===== src/hw/rtl/mtd_pkg.sv =====
// ----------------------------------------------------------------------------
// mtd_pkg
// Shared types, constants and the Morse code table for the timing decoder.
// ----------------------------------------------------------------------------
package mtd_pkg;

	localparam int MAX_SYMBOLS = 5;
	localparam int SYM_W       = MAX_SYMBOLS;
	localparam int CNT_W       = $clog2(MAX_SYMBOLS + 2);
	localparam int SYM_IDX_W   = $clog2(MAX_SYMBOLS);
	localparam int STAMP_W     = 16;
	localparam int WRAP_W      = 8;
	localparam int TICK_W      = 24;
	localparam int REG_IDX_W   = 3;
	localparam int KIND_W      = 2;
	localparam int ASCII_W     = 7;
	localparam int QUEUE_DEPTH = 4;
	localparam int QPTR_W      = $clog2(QUEUE_DEPTH);

	localparam logic [REG_IDX_W-1:0] REG_DOT_MIN  = 3'd0;
	localparam logic [REG_IDX_W-1:0] REG_DOT_MAX  = 3'd1;
	localparam logic [REG_IDX_W-1:0] REG_DASH_MIN = 3'd2;
	localparam logic [REG_IDX_W-1:0] REG_DASH_MAX = 3'd3;
	localparam logic [REG_IDX_W-1:0] REG_GAP_MIN  = 3'd4;

	localparam logic [TICK_W-1:0] DOT_MIN_RST  = 24'd469;
	localparam logic [TICK_W-1:0] DOT_MAX_RST  = 24'd3125;
	localparam logic [TICK_W-1:0] DASH_MIN_RST = 24'd3125;
	localparam logic [TICK_W-1:0] DASH_MAX_RST = 24'd6250;
	localparam logic [TICK_W-1:0] GAP_MIN_RST  = 24'd12500;

	localparam logic [KIND_W-1:0] KIND_DOT   = 2'd0;
	localparam logic [KIND_W-1:0] KIND_DASH  = 2'd1;
	localparam logic [KIND_W-1:0] KIND_SPACE = 2'd2;
	localparam logic [KIND_W-1:0] KIND_CHAR  = 2'd3;

	localparam logic [ASCII_W-1:0] ASCII_DOT   = 7'h2E;
	localparam logic [ASCII_W-1:0] ASCII_DASH  = 7'h2D;
	localparam logic [ASCII_W-1:0] ASCII_SPACE = 7'h20;
	localparam logic [ASCII_W-1:0] ASCII_NONE  = 7'h00;

	localparam logic [1:0] CMD_DOT  = 2'd0;
	localparam logic [1:0] CMD_DASH = 2'd1;
	localparam logic [1:0] CMD_GAP  = 2'd2;

	typedef struct packed {
		logic [1:0]       cmd;
		logic [CNT_W-1:0] cnt;
		logic [SYM_W-1:0] bits;
	} mtd_cmd_t;

	typedef struct packed {
		logic full;
		logic empty;
	} mtd_qstat_t;

	function automatic logic [ASCII_W-1:0] mtd_lookup(input logic [CNT_W-1:0] cnt,
			input logic [SYM_W-1:0] bits);
		logic [ASCII_W-1:0] ch;
		ch = ASCII_NONE;
		case ({cnt, bits})
			{CNT_W'(2), SYM_W'(2)}:  ch = 7'h41;
			{CNT_W'(4), SYM_W'(1)}:  ch = 7'h42;
			{CNT_W'(4), SYM_W'(5)}:  ch = 7'h43;
			{CNT_W'(3), SYM_W'(1)}:  ch = 7'h44;
			{CNT_W'(1), SYM_W'(0)}:  ch = 7'h45;
			{CNT_W'(4), SYM_W'(4)}:  ch = 7'h46;
			{CNT_W'(3), SYM_W'(3)}:  ch = 7'h47;
			{CNT_W'(4), SYM_W'(0)}:  ch = 7'h48;
			{CNT_W'(2), SYM_W'(0)}:  ch = 7'h49;
			{CNT_W'(4), SYM_W'(14)}: ch = 7'h4A;
			{CNT_W'(3), SYM_W'(5)}:  ch = 7'h4B;
			{CNT_W'(4), SYM_W'(2)}:  ch = 7'h4C;
			{CNT_W'(2), SYM_W'(3)}:  ch = 7'h4D;
			{CNT_W'(2), SYM_W'(1)}:  ch = 7'h4E;
			{CNT_W'(3), SYM_W'(7)}:  ch = 7'h4F;
			{CNT_W'(4), SYM_W'(6)}:  ch = 7'h50;
			{CNT_W'(4), SYM_W'(11)}: ch = 7'h51;
			{CNT_W'(3), SYM_W'(2)}:  ch = 7'h52;
			{CNT_W'(3), SYM_W'(0)}:  ch = 7'h53;
			{CNT_W'(1), SYM_W'(1)}:  ch = 7'h54;
			{CNT_W'(3), SYM_W'(4)}:  ch = 7'h55;
			{CNT_W'(4), SYM_W'(8)}:  ch = 7'h56;
			{CNT_W'(3), SYM_W'(6)}:  ch = 7'h57;
			{CNT_W'(4), SYM_W'(9)}:  ch = 7'h58;
			{CNT_W'(4), SYM_W'(13)}: ch = 7'h59;
			{CNT_W'(4), SYM_W'(3)}:  ch = 7'h5A;
			{CNT_W'(5), SYM_W'(30)}: ch = 7'h31;
			{CNT_W'(5), SYM_W'(28)}: ch = 7'h32;
			{CNT_W'(5), SYM_W'(24)}: ch = 7'h33;
			{CNT_W'(5), SYM_W'(16)}: ch = 7'h34;
			{CNT_W'(5), SYM_W'(0)}:  ch = 7'h35;
			{CNT_W'(5), SYM_W'(1)}:  ch = 7'h36;
			{CNT_W'(5), SYM_W'(3)}:  ch = 7'h37;
			{CNT_W'(5), SYM_W'(7)}:  ch = 7'h38;
			{CNT_W'(5), SYM_W'(15)}: ch = 7'h39;
			{CNT_W'(5), SYM_W'(31)}: ch = 7'h30;
			default:                 ch = ASCII_NONE;
		endcase
		return ch;
	endfunction

endpackage


===== src/hw/rtl/mtd_front.sv =====
// ----------------------------------------------------------------------------
// mtd_front
// Accepts edge and tick beats, measures periods, keeps the code buffer and
// queues one command for each beat that produces output.
// ----------------------------------------------------------------------------
module mtd_front
	import mtd_pkg::*;
(
	input  logic                 clk,
	input  logic                 arst_n,
	input  logic                 cfg_wen,
	input  logic [REG_IDX_W-1:0] cfg_index,
	input  logic [TICK_W-1:0]    cfg_data,
	input  logic                 s_tvalid,
	output logic                 s_tready,
	input  logic [STAMP_W-1:0]   s_tdata,
	input  logic                 s_tuser,
	input  mtd_qstat_t           qstat,
	output logic                 push,
	output mtd_cmd_t             push_cmd
);

	logic [TICK_W-1:0]  dot_min_q, dot_max_q, dash_min_q, dash_max_q, gap_min_q;
	logic [STAMP_W-1:0] prev_q;
	logic [WRAP_W-1:0]  wrap_q;
	logic               press_q;
	logic [SYM_W-1:0]   bits_q;
	logic [CNT_W-1:0]   cnt_q;

	logic               accept;
	logic               is_edge;
	logic [TICK_W-1:0]  period;
	logic               borrow;
	logic               is_dot, is_dash, is_gap;
	logic [SYM_W-1:0]   bits_app;
	logic [CNT_W-1:0]   cnt_app;

	assign s_tready = !qstat.full;
	assign accept   = s_tvalid && s_tready;
	assign is_edge  = !s_tuser;

	assign period = {wrap_q, s_tdata} - {{(TICK_W-STAMP_W){1'b0}}, prev_q};
	assign borrow = (wrap_q == '0) && (s_tdata < prev_q);

	assign is_dot  = press_q && !borrow && (period >= dot_min_q) && (period <= dot_max_q);
	assign is_dash = press_q && !borrow && !is_dot &&
		(period >= dash_min_q) && (period <= dash_max_q);
	assign is_gap  = !press_q && !borrow && (period >= gap_min_q);

	always_comb begin
		bits_app = bits_q;
		cnt_app  = cnt_q;
		if (cnt_q < CNT_W'(MAX_SYMBOLS)) begin
			if (is_dash) begin
				bits_app[cnt_q[SYM_IDX_W-1:0]] = 1'b1;
			end
			cnt_app = cnt_q + CNT_W'(1);
		end else begin
			cnt_app = CNT_W'(MAX_SYMBOLS + 1);
		end
	end

	assign push = accept && is_edge && (is_dot || is_dash || is_gap);

	always_comb begin
		push_cmd.cnt  = cnt_q;
		push_cmd.bits = bits_q;
		if (is_gap) begin
			push_cmd.cmd = CMD_GAP;
		end else if (is_dash) begin
			push_cmd.cmd = CMD_DASH;
		end else begin
			push_cmd.cmd = CMD_DOT;
		end
	end

	always_ff @(posedge clk or negedge arst_n) begin
		if (!arst_n) begin
			dot_min_q  <= DOT_MIN_RST;
			dot_max_q  <= DOT_MAX_RST;
			dash_min_q <= DASH_MIN_RST;
			dash_max_q <= DASH_MAX_RST;
			gap_min_q  <= GAP_MIN_RST;
		end else if (cfg_wen) begin
			unique case (cfg_index)
				REG_DOT_MIN:  dot_min_q  <= cfg_data;
				REG_DOT_MAX:  dot_max_q  <= cfg_data;
				REG_DASH_MIN: dash_min_q <= cfg_data;
				REG_DASH_MAX: dash_max_q <= cfg_data;
				REG_GAP_MIN:  gap_min_q  <= cfg_data;
				default: ;
			endcase
		end
	end

	always_ff @(posedge clk or negedge arst_n) begin
		if (!arst_n) begin
			prev_q  <= '0;
			wrap_q  <= '0;
			press_q <= 1'b0;
			bits_q  <= '0;
			cnt_q   <= '0;
		end else if (accept) begin
			if (!is_edge) begin
				if (wrap_q != '1) begin
					wrap_q <= wrap_q + WRAP_W'(1);
				end
			end else begin
				prev_q  <= s_tdata;
				wrap_q  <= '0;
				press_q <= !press_q;
				if (is_dot || is_dash) begin
					bits_q <= bits_app;
					cnt_q  <= cnt_app;
				end else if (is_gap) begin
					bits_q <= '0;
					cnt_q  <= '0;
				end
			end
		end
	end

endmodule


===== src/hw/rtl/mtd_queue.sv =====
// ----------------------------------------------------------------------------
// mtd_queue
// Small command FIFO between the front and back parts of the decoder.
// ----------------------------------------------------------------------------
module mtd_queue
	import mtd_pkg::*;
(
	input  logic       clk,
	input  logic       arst_n,
	input  logic       push,
	input  mtd_cmd_t   push_cmd,
	input  logic       pop,
	output mtd_cmd_t   head,
	output mtd_qstat_t qstat
);

	mtd_cmd_t          mem_q [QUEUE_DEPTH];
	logic [QPTR_W-1:0] wr_q, rd_q;
	logic [QPTR_W:0]   cnt_q;

	assign head        = mem_q[rd_q];
	assign qstat.full  = (cnt_q == (QPTR_W+1)'(QUEUE_DEPTH));
	assign qstat.empty = (cnt_q == '0);

	always_ff @(posedge clk) begin
		if (push) begin
			mem_q[wr_q] <= push_cmd;
		end
	end

	always_ff @(posedge clk or negedge arst_n) begin
		if (!arst_n) begin
			wr_q  <= '0;
			rd_q  <= '0;
			cnt_q <= '0;
		end else begin
			if (push) begin
				wr_q <= wr_q + QPTR_W'(1);
			end
			if (pop) begin
				rd_q <= rd_q + QPTR_W'(1);
			end
			if (push && !pop) begin
				cnt_q <= cnt_q + (QPTR_W+1)'(1);
			end else if (pop && !push) begin
				cnt_q <= cnt_q - (QPTR_W+1)'(1);
			end
		end
	end

endmodule


===== src/hw/rtl/mtd_back.sv =====
// ----------------------------------------------------------------------------
// mtd_back
// Turns queued commands into result beats: symbol echoes, spaces and
// decoded characters, held in an output register.
// ----------------------------------------------------------------------------
module mtd_back
	import mtd_pkg::*;
(
	input  logic               clk,
	input  logic               arst_n,
	input  mtd_cmd_t           head,
	input  mtd_qstat_t         qstat,
	output logic               pop,
	output logic               m_tvalid,
	input  logic               m_tready,
	output logic [7:0]         m_tdata,
	output logic [KIND_W-1:0]  m_tuser,
	output logic               m_tlast
);

	logic               valid_q;
	logic [KIND_W-1:0]  kind_q;
	logic [ASCII_W-1:0] ascii_q;
	logic               last_q;
	logic               pend_q;
	logic [ASCII_W-1:0] pend_ch_q;

	logic               load;
	logic [ASCII_W-1:0] ch;

	assign load = !valid_q || m_tready;
	assign pop  = load && !pend_q && !qstat.empty;
	assign ch   = mtd_lookup(head.cnt, head.bits);

	assign m_tvalid = valid_q;
	assign m_tdata  = {1'b0, ascii_q};
	assign m_tuser  = kind_q;
	assign m_tlast  = last_q;

	always_ff @(posedge clk) begin
		if (load) begin
			if (pend_q) begin
				kind_q  <= KIND_CHAR;
				ascii_q <= pend_ch_q;
				last_q  <= 1'b1;
			end else begin
				unique case (head.cmd)
					CMD_DOT: begin
						kind_q  <= KIND_DOT;
						ascii_q <= ASCII_DOT;
						last_q  <= 1'b1;
					end
					CMD_DASH: begin
						kind_q  <= KIND_DASH;
						ascii_q <= ASCII_DASH;
						last_q  <= 1'b1;
					end
					default: begin
						kind_q  <= KIND_SPACE;
						ascii_q <= ASCII_SPACE;
						last_q  <= (ch == ASCII_NONE);
					end
				endcase
			end
		end
		if (pop) begin
			pend_ch_q <= ch;
		end
	end

	always_ff @(posedge clk or negedge arst_n) begin
		if (!arst_n) begin
			valid_q <= 1'b0;
			pend_q  <= 1'b0;
		end else if (load) begin
			if (pend_q) begin
				valid_q <= 1'b1;
				pend_q  <= 1'b0;
			end else begin
				valid_q <= !qstat.empty;
				pend_q  <= !qstat.empty && (head.cmd == CMD_GAP) && (ch != ASCII_NONE);
			end
		end
	end

endmodule


===== src/hw/rtl/morse_timing_decoder_unit.sv =====
// ----------------------------------------------------------------------------
// morse_timing_decoder_unit
// Morse key timing decoder: classifies key press and gap durations, echoes
// symbols and emits spaces and decoded characters.
//
// Channel  Dir  Signals                       Contents
// s_*      in   tvalid tready tdata tuser     tdata: stamp; tuser: op
// m_*      out  tvalid tready tdata tuser     tdata: ascii; tuser: kind;
//                tlast                         tlast: last result of an item
// cfg_*    in   wen index data                24-bit threshold registers
//
// An input beat is taken every cycle while the command queue has room; its
// period, classification and buffer update finish in that same cycle.
// Results leave through a registered output that the back part loads from
// the queue head; a gap with a known code takes two output beats.
// Reset is asynchronous, clears all control state and loads the default thresholds.
// An output stall fills the four-entry queue before the input stalls.
// ----------------------------------------------------------------------------
module morse_timing_decoder_unit
	import mtd_pkg::*;
(
	input  logic                 clk,
	input  logic                 arst_n,
	input  logic                 cfg_wen,
	input  logic [REG_IDX_W-1:0] cfg_index,
	input  logic [TICK_W-1:0]    cfg_data,
	input  logic                 s_tvalid,
	output logic                 s_tready,
	input  logic [STAMP_W-1:0]   s_tdata,   // [15:0] stamp
	input  logic                 s_tuser,   // [0] op
	output logic                 m_tvalid,
	input  logic                 m_tready,
	output logic [7:0]           m_tdata,   // [6:0] ascii, [7] zero
	output logic [KIND_W-1:0]    m_tuser,   // [1:0] kind
	output logic                 m_tlast
);

	logic       push, pop;
	mtd_cmd_t   push_cmd, head;
	mtd_qstat_t qstat;

	mtd_front u_front (
		.clk      (clk),
		.arst_n   (arst_n),
		.cfg_wen  (cfg_wen),
		.cfg_index(cfg_index),
		.cfg_data (cfg_data),
		.s_tvalid (s_tvalid),
		.s_tready (s_tready),
		.s_tdata  (s_tdata),
		.s_tuser  (s_tuser),
		.qstat    (qstat),
		.push     (push),
		.push_cmd (push_cmd)
	);

	mtd_queue u_queue (
		.clk     (clk),
		.arst_n  (arst_n),
		.push    (push),
		.push_cmd(push_cmd),
		.pop     (pop),
		.head    (head),
		.qstat   (qstat)
	);

	mtd_back u_back (
		.clk     (clk),
		.arst_n  (arst_n),
		.head    (head),
		.qstat   (qstat),
		.pop     (pop),
		.m_tvalid(m_tvalid),
		.m_tready(m_tready),
		.m_tdata (m_tdata),
		.m_tuser (m_tuser),
		.m_tlast (m_tlast)
	);

endmodule

===== config.mk =====
export PLATFORM = sky130hd
export DESIGN_NAME = morse_timing_decoder_unit
export DESIGN_NICKNAME = d
export VERILOG_FILES = /design/src/hw/rtl/mtd_pkg.sv /design/src/hw/rtl/mtd_front.sv /design/src/hw/rtl/mtd_queue.sv /design/src/hw/rtl/mtd_back.sv /design/src/hw/rtl/morse_timing_decoder_unit.sv
export SDC_FILE = /design/constraint.sdc
export NUM_CORES = 1
export LEC_CHECK = 0
export BUFFER_PORTS_ARGS = -buffer_cell sky130_fd_sc_hd__buf_2
export CAP_MARGIN = 20
export CORE_MARGIN = 2
export CORE_UTILIZATION = 30
export CTS_BUF_LIST = sky130_fd_sc_hd__clkbuf_8
export CTS_CLUSTER_DIAMETER = 80
export DETAILED_ROUTE_END_ITERATION = 12
export HOLD_SLACK_MARGIN = 0.12
export SLEW_MARGIN = 15
export SYNTH_ARGS = -nofsm -noshare
export SYNTH_HDL_FRONTEND = slang
export SYNTH_HIERARCHICAL = 1
export SYNTH_SLANG_ARGS = --single-unit

===== constraint.sdc =====
create_clock -name clk -period 12.55 [get_ports clk]
set_input_delay 2.51 -clock clk [delete_from_list [all_inputs] [get_ports clk]]
set_output_delay 2.51 -clock clk [all_outputs]
set_load 0.005 [all_outputs]

==> flow_summary.ini <==
[run_status]
run_status = finished clean

[sta]
timing.final.crit_period_ns = 8.31
timing.final.hold_violations = 0
skew_ns = 0.0506
finalHoldWorstSlack_ns = 0.493
remaining_max_slew_budget_at_the_tightest_pin_pct = 31.8
timing_worst_slew_pin_value_ns = 1.02
timing_max_transition_violations_final = 0
setup_viol = 0
final.setup.tns_ns = 0
max_freq_mhz = 120
post-route-period-util_pct = 66.2
rsz0062_at_grt = no

[global_route]
global_routing_usage_summed_across_all_routing_layers_pct = 14.3
grt_first_pass_wirelength_mm = 51.0
antenna_found_initial = 0
grt_start_max_net_pins = 93
via_count_of_the_first_global_routing_pass = 9589
grt.overflow.total = 0

[floorplanning]
dieArea_um2 = 45200
pin_count = 62
die-width_um = 213
rows = 76
initial_utilization_pct = 30.4
fp.dieH_um = 213
floorplan.core_area_um2 = 43000

[yosys]
synth_top_cell_by_area = dfrtp_1
post_synth_most_frequent_cells = nand2_1, inv_1, ha_1
post_synth_instance_area_um2 = 13100
synth_top_cell_area_share_pct = 25.3
synthesis.area_per_instance_um2 = 9.92
ys.flop_type = dfrtp_1
synth.top_cells.by_area = dfrtp_1, ha_1, edfxtp_1
synth_cell_types = 86
postSynth.asyncResetShare_pct = 74.0
post_synthesis_register_bit_count = 219
yosysMostFrequentCell = nand2_1
syn-instance-count = 1316
synth_edf_count = 57
mapped_nets = 1511
synthesis.yosys.warnings = 6
synth_seq_area_share_pct = 44.5

[place]
port-buffer-count = 60
routabilityCongestion = 0.869
dp.final_hpwl_mm = 22.8
detailed_place.area_um2 = 14000

[min_path]
hold_path_class = reg -> reg
min-delay-start = u_queue/cnt_q[2]

[critical_path]
setup.worst_path.end_class = flop
critical_path_peak_fanout = 10
cp.required_ns = 13.01
critical_path_class = in -> reg
cp_common_cell = ha_1
crit_arrival_ns = 8.77
crit_path_max_incr_delay_ns = 0.83
critPathSlowestCell = a311oi_1
crit-reg2reg-launch = u_front/prev_q[0]
setup.worst_path.start = s_tdata[0]
critical_path.top_delay_family = compound AO/OA/AOI/OAI gates
critical_path_buf_inv_count = 3
start_kind = input port

[clocking]
cts-resized-gates = 0
clk_root_buffer_cell = clkbuf_8
cts_tree = yes
postCtsHoldBufs = 0
htreeDepth = 2
cts.path.max_buffers = 3
worst_skew_pair.late_latency_ns = 0.58
cts_sinks = 219
postCtsSetupRepairBufs = 0
tritoncts.num_buffers = 43
cts.clk_slew.worst_paths_ns = 0.06

[run]
maximum_capacitance_violations = 0

[finish]
layout.nets = 1574
postLayoutCellArea_um2 = 14900
synthToLayoutAreaGrowth_pct = 14.1
final_util_pct = 34.7
insertedDiodeCount = 0
post_route_cells_drive_above_1_share_pct = 15.6

[power_and_ir_drop]
power.total_mw = 3.62
p_leak_nw = 6.52
vdd_drop_max_uv = 118
power_density_nw_per_um2 = 243

[routing]
detail_route.vias_per_cell = 4.88
first_iter_violations = 381
wl_per_cell_um = 15.7
detail-route-antenna-nets = 0
num_vias = 9748
routed_wl_mm = 31.3
firstDrtPassIters = 5
post_route_drc_violation_count = 0
-- report_power, final --
group | internal (mW) | switching [mW] | leakage [nW]
logic | 0.724 | 1.09 | 3.52
registers | 0.940 | 0.0989 | 2.48
clock network | 0.452 | 0.320 | 0.518
total | 2.12 | 1.51 | 6.52
-- metrics by stage --
stage / cells / worst slack, ns
after floorplan: 1316 / 5.03
after global placement: 1919 / 3.95
after detailed placement: 1919 / 3.80
after CTS: 1999 / 4.37
after global routing: 1999 / 3.74
final: 1999 / 4.24
-- worst register-to-register path, cell delays in order (launching register included) --
cell	delay (ns)
dfrtp_1	0.38
ha_1	0.21
fa_1	0.41
nand2b_1	0.18
a21oi_1	0.24
o21bai_1	0.22
a21boi_0	0.26
o21ai_0	0.21
a21oi_1	0.31
nor4_1	0.08
a311oi_1	0.83
ha_1	0.39
nand4_1	0.14
nor3_1	0.07
a22o_1	0.21
a211oi_1	0.21
a32oi_1	0.19
o22ai_1	0.42
a22o_1	0.44
ha_1	0.25
inv_1	0.06
fa_1	0.37
xor2_1	0.17
nor2_1	0.11
xor2_1	0.15
-- sequential cells by signal (all words and copies together), names as in the netlist, 3 cells and up --
signal	cells
u_back/pend_ch_q	7
u_front/gap_min_q	24
u_front/dash_min_q	24
u_front/prev_q	16
u_queue/mem_q	40
u_front/bits_q	5
u_front/dash_max_q	24
u_front/dot_min_q	24
u_queue/cnt_q	3
u_front/wrap_q	8
u_front/dot_max_q	24
u_front/cnt_q	3
u_back/ascii_q	7
-- final timing paths --
| path | cells past startpoint | to | slack, ns |
|---|---|---|---|
| worst max-delay path | 26 | u_queue/cnt_q[2] | 4.24 |
| worst min-delay path | 1 | u_queue/cnt_q[2] | 0.49 |
| worst max register to register | 24 | u_queue/cnt_q[2] | 5.94 |
| worst min register to register | 1 | u_queue/cnt_q[2] | 0.49 |
| max in group asynchronous | 2 | u_front/prev_q[15] | 9.00 |
| min in group asynchronous | 1 | u_front/dash_min_q[3] | 2.06 |
-- placed cells by master, fill, tap and decap left out, types with 10 or more instances in the layout --
cell type,count
a211oi_1,11
a21o_1,12
a21oi_1,67
buf_2,59
clkbuf_8,54
dfrtp_1,132
dfstp_2,30
edfxtp_1,57
ha_1,144
inv_1,158
mux2_2,30
nand2_1,161
nand2b_1,18
nand3_1,18
nand4_1,27
nor2_1,49
nor2b_1,12
nor3_1,17
o211ai_1,13
o21ai_0,138
xnor2_1,20
xor2_1,10
-- final cells by class --
cell class / count / area [um^2]
fillers: 4435 / 28100
multi-input cells: 897 / 6500
flip-flops and latches: 219 / 5800
clock buffers: 54 / 743
well taps: 585 / 732
inverters: 150 / 563
repair buffers: 68 / 367
clock inverters: 26 / 196
-- cell families (layout without fill, tap and decap cells) --
group | after synthesis | count (layout) | synth area share (%)
AOI/OAI and AO/OA | 315 | 315 | 14.8
adders and majority gates | 146 | 146 | 14.1
DFF | 219 | 219 | 44.5
and+or+nand+nor | 363 | 363 | 14.0
xor gates and xnor gates | 30 | 30 | 2.01
muxes | 42 | 42 | 4.52
buffers and inverters | 200 | 298 | 6.12
other | 1 | 1 | 0.0287
-- layer usage --
metal  track usage (%)  share of wire (%)  vias up
li1                  -                  -     4797
met1              19.1                 46     4683
met2              23.7                 47      207
met3              2.39                4.3       61
met4              4.77                2.8        0
met5                 0                  0        -
No activity file was read; power rests on OpenSTA's default activity.
